`config.mk`:
```
export PLATFORM = sky130hd
export DESIGN_NAME = thermal_frame_deframe_normalize
export DESIGN_NICKNAME = d
export VERILOG_FILES = /design/src/tfdn_pkg.sv /design/src/tfdn_ctrl.sv /design/src/tfdn_datapath.sv /design/src/thermal_frame_deframe_normalize.sv
export SDC_FILE = /design/constraint.sdc
export NUM_CORES = 1
export LEC_CHECK = 0
export BUFFER_PORTS_ARGS = -buffer_cell sky130_fd_sc_hd__buf_2
export CAP_MARGIN = 25
export CORE_ASPECT_RATIO = 0.75
export CORE_MARGIN = 5
export CORE_UTILIZATION = 50
export CTS_CLUSTER_DIAMETER = 40
export DETAILED_ROUTE_END_ITERATION = 12
export GPL_ROUTABILITY_DRIVEN = 0
export HOLD_SLACK_MARGIN = 0.08
export PLACE_DENSITY = 0.69
export SLEW_MARGIN = 30
export SYNTH_ARGS = -nofsm -noshare
export SYNTH_HDL_FRONTEND = slang
export SYNTH_HIERARCHICAL = 1
export SYNTH_SLANG_ARGS = --single-unit
```
`constraint.sdc`:
```
create_clock -name i_clk -period 6 [get_ports i_clk]
set_input_delay 0.3 -clock i_clk [delete_from_list [all_inputs] [get_ports i_clk]]
set_output_delay 0.3 -clock i_clk [all_outputs]
set_load 0.1 [all_outputs]
```
`src/tfdn_pkg.sv`:
```
// Shared constants, types and command structures of the thermal frame deframer.
package tfdn_pkg;

    localparam int FRAME_ROWS    = 24;
    localparam int FRAME_COLS    = 32;
    localparam int HEADER_BYTES  = 4;
    localparam int TRAILER_BYTES = 2;

    localparam int PIXEL_BYTES   = 2 * FRAME_ROWS * FRAME_COLS;
    localparam int AMBIENT_START = HEADER_BYTES + PIXEL_BYTES;
    localparam int FRAME_BYTES   = AMBIENT_START + 2 + TRAILER_BYTES;
    localparam int POS_W         = $clog2(FRAME_BYTES);

    localparam int IDX_W         = 8;
    localparam int ROW_W         = 5;
    localparam int COL_W         = 5;
    localparam int TEMP_W        = 16;
    localparam int GRAY_W        = 8;
    localparam int NUM_W         = TEMP_W + GRAY_W;
    localparam int STEP_W        = $clog2(GRAY_W);

    localparam logic [GRAY_W-1:0]        GRAY_MAX     = '1;
    localparam logic signed [TEMP_W-1:0] TEMP_LOW_RST = 16'sd2000;
    localparam logic signed [TEMP_W-1:0] TEMP_HIGH_RST = 16'sd4000;
    localparam logic signed [TEMP_W-1:0] MIN_RST      = 16'sh7FFF;
    localparam logic signed [TEMP_W-1:0] MAX_RST      = 16'sh8000;

    localparam int APB_DATA_W = 32;
    localparam int APB_ADDR_W = 3;

    localparam logic REG_TEMP_LOW  = 1'b0;
    localparam logic REG_TEMP_HIGH = 1'b1;

    localparam logic KIND_PIXEL   = 1'b0;
    localparam logic KIND_SUMMARY = 1'b1;

    typedef enum logic [1:0] {
        BC_SKIP,
        BC_LOW,
        BC_PIXEL,
        BC_AMBIENT
    } t_byte_class;

    typedef struct packed {
        logic take;
        logic prep;
        logic sat_check;
        logic div_step;
        logic load_out;
    } t_ctrl_cmd;

    typedef struct packed {
        t_byte_class byte_class;
        logic        out_free;
    } t_dp_status;

endpackage

```
`src/tfdn_ctrl.sv`:
```
// Sequencing state machine for byte intake, gray division and result issue.
module tfdn_ctrl (
    input  logic                i_clk,
    input  logic                i_rst_n,
    input  logic                i_valid,
    input  tfdn_pkg::t_dp_status i_status,
    output tfdn_pkg::t_ctrl_cmd  o_cmd,
    output logic                o_busy
);
    import tfdn_pkg::*;

    typedef enum logic [2:0] {
        ST_IDLE,
        ST_PREP,
        ST_SAT,
        ST_DIV,
        ST_EMIT
    } t_state;

    t_state            r_state;
    t_state            n_state;
    logic [STEP_W-1:0] r_step;
    logic [STEP_W-1:0] n_step;

    always_comb begin
        n_state = r_state;
        n_step  = r_step;
        o_cmd   = '0;
        unique case (r_state)
            ST_IDLE: begin
                o_cmd.take = i_valid;
                if (i_valid) begin
                    unique case (i_status.byte_class)
                        BC_PIXEL:   n_state = ST_PREP;
                        BC_AMBIENT: n_state = ST_EMIT;
                        default:    n_state = ST_IDLE;
                    endcase
                end
            end
            ST_PREP: begin
                o_cmd.prep = 1'b1;
                n_state    = ST_SAT;
            end
            ST_SAT: begin
                o_cmd.sat_check = 1'b1;
                n_step          = STEP_W'(GRAY_W - 1);
                n_state         = ST_DIV;
            end
            ST_DIV: begin
                o_cmd.div_step = 1'b1;
                n_step         = r_step - 1'b1;
                if (r_step == '0) begin
                    n_state = ST_EMIT;
                end
            end
            ST_EMIT: begin
                o_cmd.load_out = i_status.out_free;
                if (i_status.out_free) begin
                    n_state = ST_IDLE;
                end
            end
            default: n_state = ST_IDLE;
        endcase
    end

    always_ff @(posedge i_clk) begin
        if (!i_rst_n) begin
            r_state <= ST_IDLE;
            r_step  <= '0;
        end else begin
            r_state <= n_state;
            r_step  <= n_step;
        end
    end

    assign o_busy = (r_state != ST_IDLE);

endmodule

```
`src/tfdn_datapath.sv`:
```
// Frame position tracking, word assembly, extremes, gray divider and result register.
module tfdn_datapath (
    input  logic                            i_clk,
    input  logic                            i_rst_n,
    input  tfdn_pkg::t_ctrl_cmd             i_cmd,
    output tfdn_pkg::t_dp_status            o_status,
    input  logic [7:0]                      i_rx_byte,
    input  logic signed [tfdn_pkg::TEMP_W-1:0] i_temp_low,
    input  logic signed [tfdn_pkg::TEMP_W-1:0] i_temp_high,
    input  logic                            i_stall,
    output logic                            o_valid,
    output logic                            o_result_kind,
    output logic [tfdn_pkg::ROW_W-1:0]      o_pixel_row,
    output logic [tfdn_pkg::COL_W-1:0]      o_pixel_column,
    output logic signed [tfdn_pkg::TEMP_W-1:0] o_pixel_temp,
    output logic [tfdn_pkg::GRAY_W-1:0]     o_gray_level,
    output logic signed [tfdn_pkg::TEMP_W-1:0] o_frame_min,
    output logic signed [tfdn_pkg::TEMP_W-1:0] o_frame_max,
    output logic [tfdn_pkg::TEMP_W-1:0]     o_ambient_temp,
    output logic                            o_frame_done
);
    import tfdn_pkg::*;

    logic [POS_W-1:0]         r_pos;
    logic [POS_W-1:0]         pos_off;
    t_byte_class              byte_class;
    logic [7:0]               r_held;
    logic [TEMP_W-1:0]        word;
    logic [TEMP_W-1:0]        r_word;
    logic                     r_kind;
    logic signed [TEMP_W-1:0] r_min;
    logic signed [TEMP_W-1:0] r_max;
    logic [IDX_W-1:0]         r_row;
    logic [IDX_W-1:0]         r_col;
    logic [IDX_W-1:0]         r_pix_row;
    logic [IDX_W-1:0]         r_pix_col;

    logic signed [TEMP_W:0]   diff;
    logic signed [TEMP_W:0]   span;
    logic signed [NUM_W:0]    num;
    logic [NUM_W-1:0]         r_num;
    logic [TEMP_W-1:0]        r_span;
    logic                     r_zero;
    logic                     r_sat;
    logic [NUM_W-1:0]         r_rem;
    logic [NUM_W-2:0]         r_dvs;
    logic [GRAY_W-1:0]        r_q;
    logic [GRAY_W-1:0]        gray;

    logic                     r_out_valid;
    logic                     out_free;

    assign pos_off = r_pos - POS_W'(HEADER_BYTES);
    assign word    = {i_rx_byte, r_held};

    always_comb begin
        byte_class = BC_SKIP;
        if ({1'b0, r_pos} < (POS_W + 1)'(HEADER_BYTES)) begin
            byte_class = BC_SKIP;
        end else if ({1'b0, r_pos} < (POS_W + 1)'(AMBIENT_START + 2)) begin
            if (!pos_off[0]) begin
                byte_class = BC_LOW;
            end else if ({1'b0, r_pos} < (POS_W + 1)'(AMBIENT_START)) begin
                byte_class = BC_PIXEL;
            end else begin
                byte_class = BC_AMBIENT;
            end
        end
    end

    assign out_free            = !r_out_valid || !i_stall;
    assign o_status.byte_class = byte_class;
    assign o_status.out_free   = out_free;

    assign diff = $signed({r_word[TEMP_W-1], r_word})
                - $signed({i_temp_low[TEMP_W-1], i_temp_low});
    assign span = $signed({i_temp_high[TEMP_W-1], i_temp_high})
                - $signed({i_temp_low[TEMP_W-1], i_temp_low});
    assign num  = ($signed({{(NUM_W - TEMP_W){diff[TEMP_W]}}, diff}) <<< GRAY_W)
                - $signed({{(NUM_W - TEMP_W){diff[TEMP_W]}}, diff});

    assign gray = r_zero ? '0 : (r_sat ? GRAY_MAX : r_q);

    always_ff @(posedge i_clk) begin
        if (!i_rst_n) begin
            r_pos  <= '0;
            r_held <= '0;
            r_min  <= MIN_RST;
            r_max  <= MAX_RST;
            r_row  <= '0;
            r_col  <= '0;
        end else begin
            if (i_cmd.take) begin
                r_pos <= (r_pos == POS_W'(FRAME_BYTES - 1)) ? '0 : r_pos + 1'b1;
                unique case (byte_class)
                    BC_LOW: begin
                        r_held <= i_rx_byte;
                    end
                    BC_PIXEL: begin
                        if ($signed(word) < r_min) begin
                            r_min <= $signed(word);
                        end
                        if ($signed(word) > r_max) begin
                            r_max <= $signed(word);
                        end
                        if (r_col == IDX_W'(FRAME_COLS - 1)) begin
                            r_col <= '0;
                            r_row <= (r_row == IDX_W'(FRAME_ROWS - 1)) ? '0 : r_row + 1'b1;
                        end else begin
                            r_col <= r_col + 1'b1;
                        end
                    end
                    default: begin
                    end
                endcase
            end
            if (i_cmd.load_out && r_kind == KIND_SUMMARY) begin
                r_min <= MIN_RST;
                r_max <= MAX_RST;
            end
        end
    end

    always_ff @(posedge i_clk) begin
        if (i_cmd.take && (byte_class == BC_PIXEL || byte_class == BC_AMBIENT)) begin
            r_word    <= word;
            r_kind    <= (byte_class == BC_AMBIENT) ? KIND_SUMMARY : KIND_PIXEL;
            r_pix_row <= r_row;
            r_pix_col <= r_col;
        end
        if (i_cmd.prep) begin
            r_num  <= num[NUM_W-1:0];
            r_span <= span[TEMP_W-1:0];
            r_zero <= (span <= 0) || diff[TEMP_W];
        end
        if (i_cmd.sat_check) begin
            r_sat <= (r_num >= {r_span, {GRAY_W{1'b0}}});
            r_rem <= r_num;
            r_dvs <= {r_span, {(GRAY_W - 1){1'b0}}};
            r_q   <= '0;
        end
        if (i_cmd.div_step) begin
            if ({1'b0, r_dvs} <= r_rem) begin
                r_rem <= r_rem - {1'b0, r_dvs};
                r_q   <= {r_q[GRAY_W-2:0], 1'b1};
            end else begin
                r_q   <= {r_q[GRAY_W-2:0], 1'b0};
            end
            r_dvs <= r_dvs >> 1;
        end
    end

    always_ff @(posedge i_clk) begin
        if (!i_rst_n) begin
            r_out_valid <= 1'b0;
        end else if (i_cmd.load_out) begin
            r_out_valid <= 1'b1;
        end else if (!i_stall) begin
            r_out_valid <= 1'b0;
        end
    end

    always_ff @(posedge i_clk) begin
        if (i_cmd.load_out) begin
            o_result_kind <= r_kind;
            if (r_kind == KIND_SUMMARY) begin
                o_pixel_row    <= '0;
                o_pixel_column <= '0;
                o_pixel_temp   <= '0;
                o_gray_level   <= '0;
                o_frame_min    <= r_min;
                o_frame_max    <= r_max;
                o_ambient_temp <= r_word;
                o_frame_done   <= 1'b1;
            end else begin
                o_pixel_row    <= r_pix_row[ROW_W-1:0];
                o_pixel_column <= r_pix_col[COL_W-1:0];
                o_pixel_temp   <= $signed(r_word);
                o_gray_level   <= gray;
                o_frame_min    <= '0;
                o_frame_max    <= '0;
                o_ambient_temp <= '0;
                o_frame_done   <= 1'b0;
            end
        end
    end

    assign o_valid = r_out_valid;

endmodule

```
`src/thermal_frame_deframe_normalize.sv`:
```
// Top level of the thermal frame deframer and normaliser with its register port.
//
// Channel   | Direction | Handshake           | Word
// ----------+-----------+---------------------+------------------------------------
// input     | in        | i_valid / o_stall   | i_rx_byte
// output    | out       | o_valid / i_stall   | kind, row, column, temp, gray, summary
// register  | in/out    | psel/penable/pready | pwdata, prdata at paddr
//
// A pixel high byte passes through intake, scaling, range check, eight
// restoring divider steps of one quotient bit each, and the load of the result register.
// Every other byte needs intake only; the summary word adds the load of the result register.
// A waiting result does not block intake; only the load into a full result register stalls.
// Reset is synchronous and active low; it clears the frame position and the extremes.
module thermal_frame_deframe_normalize (
    input  logic                                 i_clk,
    input  logic                                 i_rst_n,
    input  logic                                 i_valid,
    output logic                                 o_stall,
    input  logic [7:0]                           i_rx_byte,
    output logic                                 o_valid,
    input  logic                                 i_stall,
    output logic                                 o_result_kind,
    output logic [tfdn_pkg::ROW_W-1:0]           o_pixel_row,
    output logic [tfdn_pkg::COL_W-1:0]           o_pixel_column,
    output logic signed [tfdn_pkg::TEMP_W-1:0]   o_pixel_temp,
    output logic [tfdn_pkg::GRAY_W-1:0]          o_gray_level,
    output logic signed [tfdn_pkg::TEMP_W-1:0]   o_frame_min,
    output logic signed [tfdn_pkg::TEMP_W-1:0]   o_frame_max,
    output logic [tfdn_pkg::TEMP_W-1:0]          o_ambient_temp,
    output logic                                 o_frame_done,
    input  logic                                 psel,
    input  logic                                 penable,
    input  logic                                 pwrite,
    input  logic [tfdn_pkg::APB_ADDR_W-1:0]      paddr,
    input  logic [tfdn_pkg::APB_DATA_W-1:0]      pwdata,
    output logic [tfdn_pkg::APB_DATA_W-1:0]      prdata,
    output logic                                 pready
);
    import tfdn_pkg::*;

    logic signed [TEMP_W-1:0] r_temp_low;
    logic signed [TEMP_W-1:0] r_temp_high;
    logic                     reg_sel;
    t_ctrl_cmd                cmd;
    t_dp_status               status;
    logic                     busy;

    assign pready  = 1'b1;
    assign reg_sel = paddr[2];

    always_ff @(posedge i_clk) begin
        if (!i_rst_n) begin
            r_temp_low  <= TEMP_LOW_RST;
            r_temp_high <= TEMP_HIGH_RST;
        end else if (psel && penable && pwrite) begin
            unique case (reg_sel)
                REG_TEMP_LOW:  r_temp_low  <= $signed(pwdata[TEMP_W-1:0]);
                REG_TEMP_HIGH: r_temp_high <= $signed(pwdata[TEMP_W-1:0]);
                default: begin
                end
            endcase
        end
    end

    always_comb begin
        unique case (reg_sel)
            REG_TEMP_LOW:  prdata = {{(APB_DATA_W - TEMP_W){1'b0}}, r_temp_low};
            REG_TEMP_HIGH: prdata = {{(APB_DATA_W - TEMP_W){1'b0}}, r_temp_high};
            default:       prdata = '0;
        endcase
    end

    tfdn_ctrl u_ctrl (
        .i_clk    (i_clk),
        .i_rst_n  (i_rst_n),
        .i_valid  (i_valid),
        .i_status (status),
        .o_cmd    (cmd),
        .o_busy   (busy)
    );

    tfdn_datapath u_datapath (
        .i_clk          (i_clk),
        .i_rst_n        (i_rst_n),
        .i_cmd          (cmd),
        .o_status       (status),
        .i_rx_byte      (i_rx_byte),
        .i_temp_low     (r_temp_low),
        .i_temp_high    (r_temp_high),
        .i_stall        (i_stall),
        .o_valid        (o_valid),
        .o_result_kind  (o_result_kind),
        .o_pixel_row    (o_pixel_row),
        .o_pixel_column (o_pixel_column),
        .o_pixel_temp   (o_pixel_temp),
        .o_gray_level   (o_gray_level),
        .o_frame_min    (o_frame_min),
        .o_frame_max    (o_frame_max),
        .o_ambient_temp (o_ambient_temp),
        .o_frame_done   (o_frame_done)
    );

    assign o_stall = busy;

endmodule

```
Yosys cells after proc, flatten, opt, wreduce, memory -nomap -nowiden --
Index checks and enable logic that the tools add are counted.
Storage, ports and cells: output and inout bits 119, word-level logic and storage cells 121, register bits after elaboration 314
Cells by class: $lt $le $gt $ge 8, reductions and logical operators 24, equal/unequal tests 14, multiplexer cells 32, bitwise operators 2, add/subtract/negate cells 9
Operators with widths (count):
- 24-bit two-way mux | 3
- 32-bit one-hot mux with 2 select lines | 1
- 22-bit two-way mux | 2
- 8-bit two-way mux | 5
- 16-bit by 16-bit subtractor with 17-bit output | 2
- 24-bit >= comparator | 1
- 23-bit by 24-bit less-or-equal comparator with 1-bit output | 1
- 24-bit by 17-bit subtractor with 24-bit output | 1
- 24-bit by 23-bit subtractor with 24-bit output | 1
- 11-bit less-than comparator (second input constant) | 2
- 17-bit by 1-bit less-or-equal comparator with 1-bit output (second input constant) | 1
- 8-bit by 1-bit adder with 8-bit output (second input constant) | 2
- 8-bit by 5-bit == test with 1-bit output (second input constant) | 2
- 16-bit greater-than comparator | 1
- 16-bit less-than comparator | 1
- 3-bit one-hot mux with 5 select lines | 1
- 3-bit one-hot mux with 2 select lines | 2
- 3-bit AND reduction | 4
- 11-bit by 1-bit adder with 11-bit output (second input constant) | 1
- 11-bit == test (second input constant) | 1
- 11-bit by 3-bit less-than comparator with 1-bit output (second input constant) | 1
- 1-bit two-way mux | 11
- 11-bit two-way mux | 1
- 3-bit two-way mux | 3
- 19 further kinds | 38

Longest topological paths before layout --
depth after elaboration 9, gate-level depth with buffers 20

By module --
Netlist, hierarchy kept.
Modules (own cells, without submodules):
- tfdn_datapath | instances 1, area each 14731.6 sq um, sequential area each 7327.0 sq um, cells an instance 1416
- thermal_frame_deframe_normalize | instances 1, area each 1654.1 sq um, sequential area each 640.6 sq um, cells an instance 165
- tfdn_ctrl | instances 1, area each 386.6 sq um, sequential area each 120.1 sq um, cells an instance 48

Worst setup path before layout --
OpenSTA, ideal clock, no wires.
path kind register to register, from register u_datapath.r_out_valid, in the netlist u_datapath/o_valid, to register u_datapath.r_min[10], clock period less this slack 5589 ps, setup slack 411 ps, buffers on the path 3, data required time 5921 ps, arrival time 5510 ps, stages on the path, launching flop included 10, path through dfxtp_1 -> nand2_1 -> buf_4 -> nand2_1 -> nor2_1 -> nand2_1 -> and2_1 -> buf_1 -> clkbuf_1 -> o211ai_1
RTL lines:
- start, declared | line tfdn_datapath.sv:50 | logic r_out_valid;
- start signal, assigned | line tfdn_datapath.sv:155 | r_out_valid <= 1'b0;
- start signal, assigned | line tfdn_datapath.sv:157 | r_out_valid <= 1'b1;
- start signal, assigned | line tfdn_datapath.sv:159 | r_out_valid <= 1'b0;
- end signal, assigned | line tfdn_datapath.sv:101 | r_min <= $signed(word);
- end, declared | line tfdn_datapath.sv:31 | logic signed [TEMP_W-1:0] r_min;

Final worst setup path --
from register u_datapath.r_word[0], to register u_datapath.r_num[23], data pin
On the way: longest elaborated chain between the ends 2
RTL lines:
- start, declared | line tfdn_datapath.sv:29 | logic [TEMP_W-1:0] r_word;
- start signal, assigned | line tfdn_datapath.sv:126 | r_word <= word;
- 16-bit by 16-bit subtractor with 17-bit output | line tfdn_datapath.sv:76 | - $signed({i_temp_low[TEMP_W-1], i_temp_low});
- 24-bit by 17-bit subtractor with 24-bit output | line tfdn_datapath.sv:80 | - $signed({{(NUM_W - TEMP_W){diff[TEMP_W]}}, diff});
- net u_datapath.num[23] | line tfdn_datapath.sv:40 | logic signed [NUM_W:0] num;
- end signal, assigned | line tfdn_datapath.sv:132 | r_num <= num[NUM_W-1:0];
- end, declared | line tfdn_datapath.sv:41 | logic [NUM_W-1:0] r_num;
The timed path passes the listed nets, and every way through them passes these cells. A chain may end at the register's enable or synchronous reset.

==> summary.md <==
| Metric | Value |
|---|---|
| Initial antenna violation count | 1 |
| Async SR Flop Fraction | 0% |
| Final period util | 80.2% |
| R2r setup slk | 1.19 ns |
| Worst path required time | 6.27 ns |
| Area of placed instances | 17800 um2 |
| Unrepaired setup endpoints after global routing | false |
| Register clock-pin slew on the reported worst setup and hold paths | 0.06 ns |
| Syn Area/Cell | 10.3 um2 |
| FF-to-FF path depth | 20 |
| Post-Syn Instances | 1629 |
| Reg2reg end | u_datapath/r_num[23]$_DFFE_PP_ |
| RR Startpoint | u_datapath/r_word[0]$_DFFE_PP_ |
| First-pass DRT Iterations | 5 |
| VDD IR max | 0.000265 V |
| CTS Buf Count | 41 |
| Rel. slew slack | 37.0% |
| Vias in the first global route | 11700 |
| Global-route wire length before repair | 61.0 mm |
| Via count | 12200 |
| Clock Latency Late Sink | 0.54 ns |
| LEAKAGE | 8.04 nW |
| Nets | 1957 |
| Share of post-route cells with drive strength above 1 | 14.5% |
| Syn Std Cell Area | 16800 um2 |
| Outcome | finished, final reports clean |
| CTS max path bufs | 3 |
| Core ar. | 33300 um2 |
| Register bit count reported by yosys | 313 |
| Io pins | 169 |
| Routed vias/inst | 5.37 |
| Setup crit end | u_datapath/r_num[23]$_DFFE_PP_ |
| Most used DFF post-synth | edfxtp_1 |
| Cell area after layout | 19600 um2 |
| Area Overhead vs Synth | 16.6% |
| Fmax | 208 MHz |
| Worst Tran Pin Value | 0.944 ns |
| Setup violations, final | 0 |
| CP endpoint kind | flop |
| Setup_tns | 0 ns |
| Final hold vios | 0 |
| Minimum clock period | 4.81 ns |
| Crit path kind | flop to flop |
| Most frequent cells in the layout | edfxtp_1 (182), nand2_1 (134), inv_1 (134) |
| Layout Skew | 0.0173 ns |
| Gr usage total | 19.9% |
| Number of distinct library cells after synthesis | 80 |
| Post-route ant nets | 0 |
| Clock tree sinks | 313 |
| Die outline height | 169 um |
| CTS tree | done |
| EDFF count, synth | 182 |
| DRT Wirelength | 38.4 mm |
| Crit-path max FO | 4 |
| Number of DRC markers in iteration 0 | 781 |
| Max Cap Viol | 0 |
| Critical path origin | u_datapath/r_word[0]$_DFFE_PP_ |
| Largest net degree at the start of global routing | 73 |
| HP Class | input pin to flop |
| Final Slew Violations | 0 |
| Clock root buffer | clkbuf_16 |
| DP Wirelength | 27.9 mm |
| Die area | 37300 um2 |
| Total gr overflow | 0 |
| Number of remaining DRC errors | 0 |
| Pwr dens | 337 nW/um2 |
| Ant diodes | 0 |
| Synth warn | 6 |
| Die W | 221 um |
| Sequential area share after synthesis | 48.2% |
| H-tree depth | 2 |
| Most common cell after layout, fill and taps aside | edfxtp_1 |
| Crit path DAT | 5.08 ns |
| Routed len/inst | 16.9 um |
| Startpoint types | flop |
| Site Rows | 58 |
| I/O Buffers | 133 |
| Initial Util | 50.4% |
==> synth_stat cells (6+ instances only) <==
library cell    n  area (um2)
a21oi_1        80         400
xnor2_1        51         447
o21bai_1        6        45.0
nor2b_1        71         444
buf_4          22         165
edfxtp_1      182        5470
o211ai_1       24         180
clkbuf_1       36         135
a21boi_0        7        52.6
and3_1          6        37.5
nor3_1         18        90.1
dfxtp_1       131        2620
a211oi_1       18         135
nand4_1        15        93.8
nor2_1        114         428
a31oi_1         7        43.8
and2_1         75         469
mux2_2         18         203
xor2_1         32         280
o21ai_0        67         335
nand3_1        23         115
a21o_1         40         300
nand2b_1       14        87.6
nand2_1       134         503
inv_1         134         503
mux2i_1        62         621
o21a_1         17         128
or4_1           6        45.0
buf_1           6        22.5
ha_1          120        1500
==> cells by family (layout without fill, tap and decap cells) <==
logic type / count (synthesis) / count (layout) / share of synthesized area, %
AND/OR/NAND/NOR: 509 / 509 / 15.5
flip-flops: 313 / 313 / 48.2
AO/OA/AOI/OAI: 311 / 311 / 12.2
buffers and inverters: 207 / 380 / 5.39
adder cells (fa/ha/maj): 124 / 124 / 9.37
XOR/XNOR: 83 / 83 / 4.33
multiplexers: 80 / 80 / 4.91
other: 2 / 17 / 0.0448
==> through the flow <==
step	setup WS [ns]	hold slack, ns	utilization [%]	cells	power (W)
floorplan	0.411	0.399	-	1644	0.00362
global placement	1.38	0.442	53.4	2166	0.00383
detailed placement	1.27	0.444	53.4	2166	0.00387
CTS	1.22	0.166	58.7	2267	0.00664
global route	0.899	0.198	58.7	2267	0.00690
finish	1.19	0.189	58.7	2267	0.00659
==> sequential cells by signal, indices dropped and copies added, names as in the netlist, 8 cells and up <==
register,cells
u_datapath/o_gray_level,8
u_datapath/r_min,16
u_datapath/r_pos,11
u_datapath/r_span,16
u_datapath/r_word,16
u_datapath/r_col,8
u_datapath/o_frame_min,16
r_temp_high,16
u_datapath/o_pixel_temp,16
u_datapath/o_ambient_temp,16
u_datapath/r_rem,24
u_datapath/r_held,8
r_temp_low,16
u_datapath/r_q,8
u_datapath/r_max,16
u_datapath/o_frame_max,16
u_datapath/r_row,8
u_datapath/r_dvs,23
u_datapath/r_num,24
==> worst min-delay path by stage <==
stage,cells after the start,start,slack [ns],endpoint
finish,3,penable,0.19,r_temp_low[12]$_SDFFE_PN0P_
global route,3,penable,0.20,r_temp_low[10]$_SDFFE_PN1P_
CTS,3,penable,0.17,r_temp_low[12]$_SDFFE_PN0P_
detailed placement,1,u_ctrl/r_step[0]$_SDFFE_PN0P_,0.44,u_ctrl/r_step[0]$_SDFFE_PN0P_
global placement,1,u_ctrl/r_step[0]$_SDFFE_PN0P_,0.44,u_ctrl/r_step[0]$_SDFFE_PN0P_
floorplan,0,i_rx_byte[2],0.40,u_datapath/r_word[10]$_DFFE_PP_
==> cell type report <==
| cell class | count | area (um2) |
|---|---|---|
| Timing Repair Buffer | 169 | 998 |
| Clock inverter | 28 | 425 |
| Inverter | 135 | 507 |
| Fill cell | 2748 | 13700 |
| Tap cell | 450 | 563 |
| Clock buffer | 48 | 1110 |
| Sequential cell | 313 | 8090 |
| Multi-Input combinational cell | 1124 | 7870 |
==> routing by layer <==
metal | global-route usage (%) | part of all wire [%]
met1 | 29.0 | 49
met4 | 6.46 | 2.9
met5 | 0 | 0
met3 | 3.59 | 5.6
met2 | 30.5 | 43
==> critical path: stages (launching register included) <==
cell and delay, ns:
edfxtp_1 0.34, inv_1 0.09, ha_1 0.21, fa_1 0.40
nand2b_1 0.20, a211oi_2 0.33, o2111ai_1 0.16, a31oi_1 0.44
a21oi_1 0.13, o21ai_0 0.21, xnor2_1 0.18, ha_1 0.32
o21ai_0 0.10, a21oi_1 0.07, and2_1 0.19, a22o_1 0.20
a31o_4 0.22, a311oi_1 0.35, o41ai_1 0.14, a21oi_1 0.18
xnor2_1 0.08
==> power by group <==
part | leakage, nW | internal (W) | total [W] | switching [W]
registers | 2.64 | 0.00243 | 0.00253 | 0.0000932
clock network | 0.749 | 0.00177 | 0.00273 | 0.000952
logic | 4.65 | 0.000527 | 0.00133 | 0.000808
total | 8.04 | 0.00473 | 0.00659 | 0.00185
==> timing repair <==
| action | in CTS | in global routing |
|---|---|---|
| resized for setup | 0 | 0 |
| buffers inserted | 0 | 0 |
| hold buffers | 25 | 0 |
| endpoints found under the setup margin | 0 | 0 |
| endpoints found under the hold margin | 42 | 0 |
No activity file was read; power rests on OpenSTA's default activity.
